==> src/tac_pkg.sv <==
// ----------------------------------------------------------------------------
// tac_pkg: shared types and constants of the tomasulo alu issue core
// Request and result formats, command codes and controller states.
// ----------------------------------------------------------------------------
`default_nettype none

package tac_pkg;

  localparam int DATA_WIDTH      = 32;
  localparam int TAG_WIDTH       = 4;
  localparam int LAT_WIDTH       = 5;
  localparam int MAX_RESULTS     = 5;
  localparam int DEF_ADD_STATIONS = 3;
  localparam int DEF_MUL_STATIONS = 2;
  localparam int DEF_NUM_REGS     = 32;

  localparam logic [LAT_WIDTH-1:0] DADD = 5'd4;
  localparam logic [LAT_WIDTH-1:0] DSUB = 5'd6;
  localparam logic [LAT_WIDTH-1:0] DMUL = 5'd10;
  localparam logic [LAT_WIDTH-1:0] DDIV = 5'd16;

  typedef enum logic [1:0] {
    CMD_ISSUE = 2'd0,
    CMD_TICK  = 2'd1,
    CMD_EXT   = 2'd2,
    CMD_REGWR = 2'd3
  } cmd_e;

  typedef enum logic [1:0] {
    OP_ADD = 2'd0,
    OP_SUB = 2'd1,
    OP_MUL = 2'd2,
    OP_DIV = 2'd3
  } alu_op_e;

  typedef enum logic [1:0] {
    CFG_ADD_LAT = 2'd0,
    CFG_SUB_LAT = 2'd1,
    CFG_MUL_LAT = 2'd2,
    CFG_DIV_LAT = 2'd3
  } cfg_idx_e;

  typedef enum logic [2:0] {
    ST_IDLE,
    ST_DECODE,
    ST_SCAN,
    ST_CALC,
    ST_EMIT
  } state_t;

  typedef struct packed {
    logic [1:0]         cmd;
    logic [1:0]         alu_op;
    logic               imm_form;
    logic [4:0]         dest_reg;
    logic [4:0]         src1_reg;
    logic [4:0]         src2_reg;
    logic signed [31:0] immediate;
    logic [3:0]         ext_tag;
    logic signed [31:0] data_value;
  } req_t;

  typedef struct packed {
    logic               kind;
    logic               issue_accepted;
    logic [3:0]         station_tag;
    logic signed [31:0] bus_value;
    logic               div_zero;
    logic               last;
  } rsp_t;

  typedef struct packed {
    logic capture;
    logic issue;
    logic count;
    logic ext;
    logic regwr;
    logic start_calc;
    logic emit;
    logic clear_fin;
  } ctl_t;

  typedef struct packed {
    logic [1:0] cmd;
    logic       ext_tag_zero;
    logic       out_free;
    logic       more;
    logic       calc_done;
  } sts_t;

  function automatic logic [TAG_WIDTH-1:0] tag_of(int unsigned i);
    return TAG_WIDTH'(i + 1);
  endfunction

endpackage

`default_nettype wire

==> src/tac_ctrl.sv <==
// ----------------------------------------------------------------------------
// tac_ctrl: sequencing controller
// Walks each request through decode, the tick scan, execution and result output.
// ----------------------------------------------------------------------------
`default_nettype none

module tac_ctrl (
  input  wire logic           clk,
  input  wire logic           rst,
  input  wire logic           in_valid,
  output logic                in_stall,
  input  wire tac_pkg::sts_t  sts,
  output tac_pkg::ctl_t       ctl
);

  tac_pkg::state_t state, state_next;

  // state register
  always_ff @(posedge clk) begin
    if (rst) begin
      state <= tac_pkg::ST_IDLE;
    end else begin
      state <= state_next;
    end
  end

  // next state and commands
  always_comb begin
    state_next = state;
    ctl        = '0;
    in_stall   = 1'b1;
    unique case (state)
      tac_pkg::ST_IDLE: begin
        in_stall = 1'b0;
        if (in_valid) begin
          ctl.capture = 1'b1;
          state_next  = tac_pkg::ST_DECODE;
        end
      end
      tac_pkg::ST_DECODE: begin
        unique case (sts.cmd)
          tac_pkg::CMD_ISSUE: begin
            if (sts.out_free) begin
              ctl.issue  = 1'b1;
              state_next = tac_pkg::ST_IDLE;
            end
          end
          tac_pkg::CMD_TICK: begin
            ctl.count  = 1'b1;
            state_next = tac_pkg::ST_SCAN;
          end
          tac_pkg::CMD_EXT: begin
            if (sts.ext_tag_zero) begin
              state_next = tac_pkg::ST_IDLE;
            end else if (sts.out_free) begin
              ctl.ext    = 1'b1;
              state_next = tac_pkg::ST_IDLE;
            end
          end
          default: begin
            ctl.regwr  = 1'b1;
            state_next = tac_pkg::ST_IDLE;
          end
        endcase
      end
      tac_pkg::ST_SCAN: begin
        if (sts.more) begin
          ctl.start_calc = 1'b1;
          state_next     = tac_pkg::ST_CALC;
        end else begin
          ctl.clear_fin = 1'b1;
          state_next    = tac_pkg::ST_IDLE;
        end
      end
      tac_pkg::ST_CALC: begin
        if (sts.calc_done) begin
          state_next = tac_pkg::ST_EMIT;
        end
      end
      tac_pkg::ST_EMIT: begin
        if (sts.out_free) begin
          ctl.emit   = 1'b1;
          state_next = tac_pkg::ST_SCAN;
        end
      end
      default: state_next = tac_pkg::ST_IDLE;
    endcase
  end

endmodule

`default_nettype wire

==> config.mk <==
export PLATFORM = sky130hd
export DESIGN_NAME = tac_ctrl
export DESIGN_NICKNAME = d
export VERILOG_FILES = /design/src/tac_pkg.sv /design/src/tac_ctrl.sv
export SDC_FILE = /design/constraint.sdc
export NUM_CORES = 1
export LEC_CHECK = 0
export BUFFER_PORTS_ARGS = -buffer_cell sky130_fd_sc_hd__buf_4
export CAP_MARGIN = 5
export CORE_AREA = 5 5 42 44
export CTS_CLUSTER_DIAMETER = 30
export CTS_CLUSTER_SIZE = 25
export DETAILED_ROUTE_END_ITERATION = 10
export DIE_AREA = 0 0 47 49
export GPL_TIMING_DRIVEN = 0
export PLACE_DENSITY = 0.51
export SETUP_SLACK_MARGIN = 0.1
export SLEW_MARGIN = 20
export SYNTH_ARGS = -nofsm -noshare
export SYNTH_HDL_FRONTEND = slang
export SYNTH_SLANG_ARGS = --single-unit
==> constraint.sdc <==
create_clock -name clk -period 1.29 [get_ports clk]
set_input_delay 0.258 -clock clk [delete_from_list [all_inputs] [get_ports clk]]
set_output_delay 0.258 -clock clk [all_outputs]
set_load 0.01 [all_outputs]
* Word-level counts from Yosys, hierarchy flattened *
Cells that the tools add are included.

word-level totals
  flip-flop bits (word level) = 3

operators by class
  equality and inequality tests = 9
  mux-type cells = 23
  reductions and logical operators = 4

operators with widths
  operator                                                          count
  3-bit 2-to-1 mux                                                  5
  3-bit case mux with 5 select lines                                1
  1-bit 2-to-1 mux                                                  14
  3-bit case mux with 3 select lines                                1
  3-bit by 2-bit == test with 1-bit output (second input constant)  2
  2-bit != test (second input constant)                             3
  4-bit 2-to-1 mux                                                  1
  3-bit by 1-bit == test with 1-bit output (second input constant)  1
  3-bit == test (second input constant)                             1
  3-bit logical NOT                                                 1
  3-bit AND reduction                                               1
  3-bit OR reduction                                                1
  2-bit by 1-bit == test with 1-bit output (second input constant)  1
  2-bit == test (second input constant)                             1
  2-bit logical NOT                                                 1
  2-bit 2-to-1 mux                                                  1

* Depth between registers and ports, before layout *
Gate-level depths: netlist of the first run.

  depth in word-level cells = 4
  gate-level depth with buffers = 5
  mapped depth without buffers = 4

* Worst setup path after synthesis of the first run *
OpenSTA, ideal clock, no wires.

  kind = flip-flop to output port
  from = register state[2]
  to = output port ctl[7] (netlist bit)
  arrival = 1.141 ns
  cell stages (with the launch flop) = 4
  setup slack = -0.109 ns
  buffers on the path = 1
  cell sequence = dfxtp_1 > buf_4 > or3_2 > nor2_1

RTL lines
  element                 RTL line        source
  start, declared         tac_ctrl.sv:16  tac_pkg::state_t state, state_next;
  start signal, assigned  tac_ctrl.sv:21  state <= tac_pkg::ST_IDLE;
  start signal, assigned  tac_ctrl.sv:23  state <= state_next;
  end, declared           tac_ctrl.sv:13  output tac_pkg::ctl_t ctl

==> run summary, run 1 <==
## Synth
* post-synthesis cell type count: 27
* Post-Synthesis Cells: 40
* post-synthesis instance area: 314 sq um
* fraction of post-synthesis cell area in the top cell type by area: 0.191
* synthesized area per cell: 7.85 sq um
* number of nets in the synthesized netlist: 49
* cells taking the most area after synthesis: dfxtp_1 19%, nor2_1 7.2%, a21oi_1 6.4%
* #FFs+latches synth: 3
* portion of the post-synthesis area used by sequential elements: 0.191
* Yosys Warn Count: 0
* leading area contributor after synthesis: dfxtp_1

## Route
* remaining routing DRC violations: 0
* detailed-router iteration count before antenna repair: 4
* number of nets still failing antenna checks after routing: 0
* total number of vias: 441
* detail-routed via count per cell: 4.85
* post-DR wirelength/cell: 12.8 um
* first-iteration detailed-routing DRC count: 3
* aggregate routed wire length: 1170 um

## Power and ir drop
* Power Internal: 538 uW
* fraction of power consumed by the clock network: 0.215
* Leakage: 0.322 nW
* Sw Ratio: 0.347
* Gate power share: 0.609
* maximum vdd drop: 0.379 mV
* reported net switching power: 286 uW
* portion of total power attributed to sequential cells: 0.176
* power per cell area: 1180 nW/um^2

## Clock tree
* maximum buffer depth of the clock tree: 2
* Sinks on Clock Net: 3
* clock slew seen by the registers of the worst setup and hold paths: 40 ps
* H-tree depth: 1
* clock tree from TritonCTS: built
* insertion delay of the later-clocked pin in the worst-skew pair: 250 ps
* Clock Root Buffer: clkbuf_4
* clock buffer count from CTS: 3

## GRT
* number of global-route vias before repair: 444
* global route hottest layer: met2
* met1 capacity usage during global routing: 0.129
* number of antenna violations at the first check in global routing: 0
* all-layer global routing usage: 0.109
* met3 usage: 0.0480
* largest net degree at the start of global routing: 10
* global routing met2 resource utilization: 0.161
* wire length of the first global-routing pass: 1860 um
* Congestion Overflow GR: 0

## Cells and area
* Biggest register: state
* layout filler cell count: 150
* antenna cell count: 0
* NumNets Final: 85
* max FFs per register: 3
* Regs by FF count: state: 3 flops
* final std cell area, no fill: 698 sq um
* relative area change from synthesis to final layout: 122%
* leading cell type in the layout, fill and taps excluded: buf_4
* most frequent cells in the layout: 25 x buf_4, 8 x buf_6, 4 x nor2_1, 4 x a21oi_1, 3 x clkbuf_4
* fraction of layout cells with a size suffix above 1: 0.720

## Hold path
* kind of path behind the tightest hold check: input port to register
* end point of the worst hold path: state[0]$_SDFFE_PP0P_
* hold path depth: 2
* hold path startpoint: rst

## Outcome
* result of the run: finished with violations
* violations in the final reports: negative setup slack

## Timing
* final critical-path required period: 1580 ps
* total count of max-transition violations in the final report: 0
* actual slew at the worst max-slew pin: 287 ps
* f_max: 0.632 GHz
* final hold violation count: 0
* RSZ-0062 raised after global routing: yes
* Fin Clk Skew: 4.82 ps
* setup_tns: -2130 ps
* relative slew slack: 0.807
* worst setup margin: -291 ps
* share of the clock period used by the worst path: 1.23
* setup violators final: 10

## Critical path
* worst r2r dst: state[1]$_SDFFE_PP0P_
* maximum fanout count along the critical path: 5
* startpoint kind of the worst setup timing path: register
* WP data required: 1030 ps
* critical path class: register to output port
* kind of capture point of the worst setup path: output port
* setup slack on the worst flop-to-flop path: -140 ps
* cell depth of the worst flop-to-flop path: 7
* endpoint arrival time on the critical path: 1320 ps
* Reg-to-Reg Start: state[2]$_SDFFE_PP0P_

## Die
* placeable core region: 1400 sq um
* die height: 49 um
* number of core rows: 14
* die extent in x: 47 um
* num ports: 18
* initial core utilization: 0.224
* total die area: 2300 sq um

## Place
* HPWL Detailed: 703 um
* post-place instance area: 488 sq um
* buffers added on ports: 17
* gpl congestion: 0.654

## Job
* max-cap violations: 0

## metal layers
metal / vias to the layer above / wire length [um]
li1: 217 / -
met1: 201 / 468
met2: 20 / 563
met3: 3 / 113
met4: 0 / 24
met5: - / 0
## power by group through the flow
stage	combinational (mW)	clock [mW]	sequential, mW
floorplan	0.214	0	0.132
global placement	0.314	0	0.140
detailed placement	0.314	0	0.139
CTS	0.444	0.174	0.144
global route	0.544	0.194	0.147
finish	0.502	0.177	0.145
## worst max path at each step
stage / cells past startpoint / startpoint / slack, ps / to
3_5_place_dp: 5 / state[2]$_SDFFE_PP0P_ / -40 / ctl[4]
2_1_floorplan: 3 / state[2]$_SDFFE_PP0P_ / 90 / ctl[7]
5_1_grt: 5 / state[2]$_SDFFE_PP0P_ / -360 / ctl[4]
6_report: 5 / state[2]$_SDFFE_PP0P_ / -290 / ctl[4]
3_3_place_gp: 5 / state[2]$_SDFFE_PP0P_ / -30 / ctl[4]
4_1_cts: 5 / state[2]$_SDFFE_PP0P_ / -260 / ctl[4]
## cells in the mapped netlist (all sizes together)
cell type  instances
nor2               6
a21oi              4
dfxtp              3
buf                2
inv                2
nand2b             2
nor3b              2
nor4               2
a211oi             1
a22o               1
and2               1
and2b              1
and3               1
and4b              1
and4bb             1
nand2              1
nand3              1
nand3b             1
nor2b              1
nor3               1
o21ai              1
o311ai             1
o32a               1
or2b               1
or3                1
## critical path: stages, from the launching register on
cell and delay, ps:
dfxtp_1 310, buf_6 130, nor3b_4 180, nand3b_1 140, nor3b_2 170, buf_4 140
## metrics by stage
step,cells,setup WS [ps],hold slack [ps],utilization,power [mW]
final,91,-291,185,0.498,0.824
after global routing,91,-361,185,0.498,0.885
after CTS,88,-262,182,0.458,0.762
after detailed placement,73,-36.1,430,0.348,0.453
after global placement,73,-31.1,433,0.348,0.454
after floorplan,40,91.9,320,-,0.346
## cell type report
type	instances	area, sq um	share of cell area
Buffer	2	22.5	0.0323
Timing Repair Buffer	31	255	0.366
Inverter	2	7.51	0.0108
Clock buffer	4	26.3	0.0376
Multi-Input combinational cell	33	299	0.428
Tap cell	16	20.0	0.0287
Sequential cell	3	67.6	0.0968
## kinds of logic after synthesis
group / share of synthesized area
AND/OR/NAND/NOR: 0.534
AO/OA/AOI/OAI: 0.191
buffers and inverters: 0.0837
flip-flops: 0.191
## timing repair
action / 4_1_cts / 5_1_grt
setup buffers: 11 / 3
hold endpoints to repair: 0 / 0
pin swaps: 6 / 11
setup endpoints to repair: 11 / 12
gates resized for setup: 13 / 5
hold buffers: 0 / 0
cloned: 0 / 0
No activity file was read; power rests on OpenSTA's default activity.
==> run 2: changes to the inputs <==
- clock period: 1.29 -> 1.7 ns (I/O delays scaled with it)
==> run summary, run 2 (synthesized netlist as in run 1, its figures left out) <==
## Clock tree
* clock tree from TritonCTS: built
* H-tree depth: 1
* Sinks on Clock Net: 3
* clock buffer count from CTS: 3
* maximum buffer depth of the clock tree: 2
* Clock Root Buffer: clkbuf_4
* insertion delay of the later-clocked pin in the worst-skew pair: 230 ps
* hold_buf cts: 0
* clock slew seen by the registers of the worst setup and hold paths: 40 ps

## Hold path
* kind of path behind the tightest hold check: input port to register
* hold path startpoint: rst

## Critical path
* endpoint of the most critical setup path: ctl[4]
* ordered list of cells on the worst path: buf_6, nor3b_4, nand3b_1, nor3b_2, buf_4
* maximum fanout count along the critical path: 5
* worst r2r dst: state[1]$_SDFFE_PP0P_
* endpoint arrival time on the critical path: 1260 ps
* cell depth of the worst flop-to-flop path: 7
* Top Family by Delay on Critical Path: simple AND/OR/NAND/NOR gates
* cell with the largest stage delay on the worst path: dfxtp_1
* kind of capture point of the worst setup path: output port
* Buf+Inv Stages, Crit Path: 2
* Reg-to-Reg Start: state[2]$_SDFFE_PP0P_
* Levels on crit path: 5
* setup slack on the worst flop-to-flop path: 310 ps
* startpoint kind of the worst setup timing path: register
* WP data required: 1360 ps
* critical path class: register to output port
* Critical Path Max Stage Delay: 300 ps
* beginning of the critical path: state[2]$_SDFFE_PP0P_

## Route
* post-DR wirelength/cell: 11.2 um
* aggregate routed wire length: 940 um
* detail-routed via count per cell: 4.69
* number of nets still failing antenna checks after routing: 0
* total number of vias: 394
* first-iteration detailed-routing DRC count: 1
* detailed-router iteration count before antenna repair: 2
* remaining routing DRC violations: 0

## Die
* num ports: 18
* number of core rows: 14
* placeable core region: 1400 sq um
* die extent in x: 47 um
* total die area: 2300 sq um
* die height: 49 um
* initial core utilization: 0.224

## Timing
* final critical-path required period: 1600 ps
* setup_tns: 0 ps
* Fin Clk Skew: 1.01 ps
* total count of max-transition violations in the final report: 0
* final hold violation count: 0
* f_max: 0.625 GHz
* actual slew at the worst max-slew pin: 336 ps
* share of the clock period used by the worst path: 0.942
* worst setup margin: 99.3 ps
* setup violators final: 0
* RSZ-0062 raised after global routing: yes
* relative slew slack: 0.774

## Cells and area
* final std cell area, no fill: 587 sq um
* max FFs per register: 3
* most frequent cells in the layout: 23 x buf_4, 5 x nor2_1, 4 x a21oi_1
* Final Util: 0.419
* number of standard cells in the layout, taps in and fillers out: 84
* Regs by FF count: state: 3 flops
* Biggest register: state
* leading cell type in the layout, fill and taps excluded: buf_4
* antenna cell count: 0
* relative area change from synthesis to final layout: 86.9%
* NumNets Final: 78
* layout filler cell count: 156
* fraction of layout cells with a size suffix above 1: 0.618

## Place
* HPWL Detailed: 665 um
* post-place instance area: 462 sq um
* Place WS: 99.5 ps
* number of placed cells counting well taps: 73
* buffers added on ports: 17
* gpl congestion: 0.704

## GRT
* number of antenna violations at the first check in global routing: 0
* largest net degree at the start of global routing: 11
* all-layer global routing usage: 0.0907
* met1 capacity usage during global routing: 0.105
* global route hottest layer: met2
* wire length of the first global-routing pass: 1480 um
* met3 usage: 0.0480
* Congestion Overflow GR: 0
* global routing met2 resource utilization: 0.127
* number of global-route vias before repair: 371

## Power and ir drop
* Leakage: 0.274 nW
* maximum vdd drop: 0.225 mV
* power per cell area: 872 nW/um^2

## Job
* max-cap violations: 0

## Outcome
* result of the run: completed

[run 2: cell types whose count changed in the layout (fill, tap and decap cells not counted), sizes merged]
| cell | previous run | this run |
|---|---|---|
| buf | 33 | 26 |
[run 2: worst min path at each step]
stage | endpoint | slack (ps) | depth (start not counted)
after floorplan | state[0]$_SDFFE_PP0P_ | 410 | 1
after global placement | state[1]$_SDFFE_PP0P_ | 520 | 2
after detailed placement | state[0]$_SDFFE_PP0P_ | 520 | 2
after CTS | state[1]$_SDFFE_PP0P_ | 260 | 2
after global routing | state[1]$_SDFFE_PP0P_ | 270 | 2
final | state[1]$_SDFFE_PP0P_ | 270 | 2
[run 2: power breakdown]
| part | leakage (nW) | switching (mW) | internal, mW |
|---|---|---|---|
| Sequential | 0.0260 | 0.0194 | 0.0878 |
| Clock | 0.0150 | 0.0385 | 0.0881 |
| Combinational | 0.233 | 0.112 | 0.166 |
| Total | 0.274 | 0.170 | 0.342 |
[run 2: worst register-to-register path: cells and delay by family (launching register included)]
family | cells | cell delay (ps)
flops | 1 | 310
simple gates | 2 | 230
buf+inv | 3 | 370
compound gates | 2 | 370
[run 2: per-layer routing]
| layer | wire [um] | up-vias |
|---|---|---|
| met2 | 422 | 16 |
| met5 | 0 | - |
| li1 | - | 203 |
| met1 | 426 | 173 |
| met4 | 14 | 0 |
| met3 | 76 | 2 |
[run 2: stage by stage]
stage                     hold WS (ps)  power [mW]
final                              268       0.512
after global routing               265       0.549
after CTS                          259       0.506
after detailed placement           519       0.320
after floorplan                    409       0.240
after global placement             522       0.321
[run 2: cell type report]
class / count / area, sq um / share of cell area
Buffer: 2 / 22.5 / 0.0384
Sequential cell: 3 / 67.6 / 0.115
Tap cell: 16 / 20.0 / 0.0341
Clock buffer: 4 / 26.3 / 0.0448
Inverter: 2 / 7.51 / 0.0128
Multi-Input combinational cell: 33 / 250 / 0.426
Timing Repair Buffer: 24 / 193 / 0.328
[run 2: repair_timing]
item / 4_1_cts / 5_1_grt
setup buffers: 3 / 4
endpoints found under the setup margin: 6 / 5
pin swaps: 4 / 3
gates resized for setup: 10 / 0
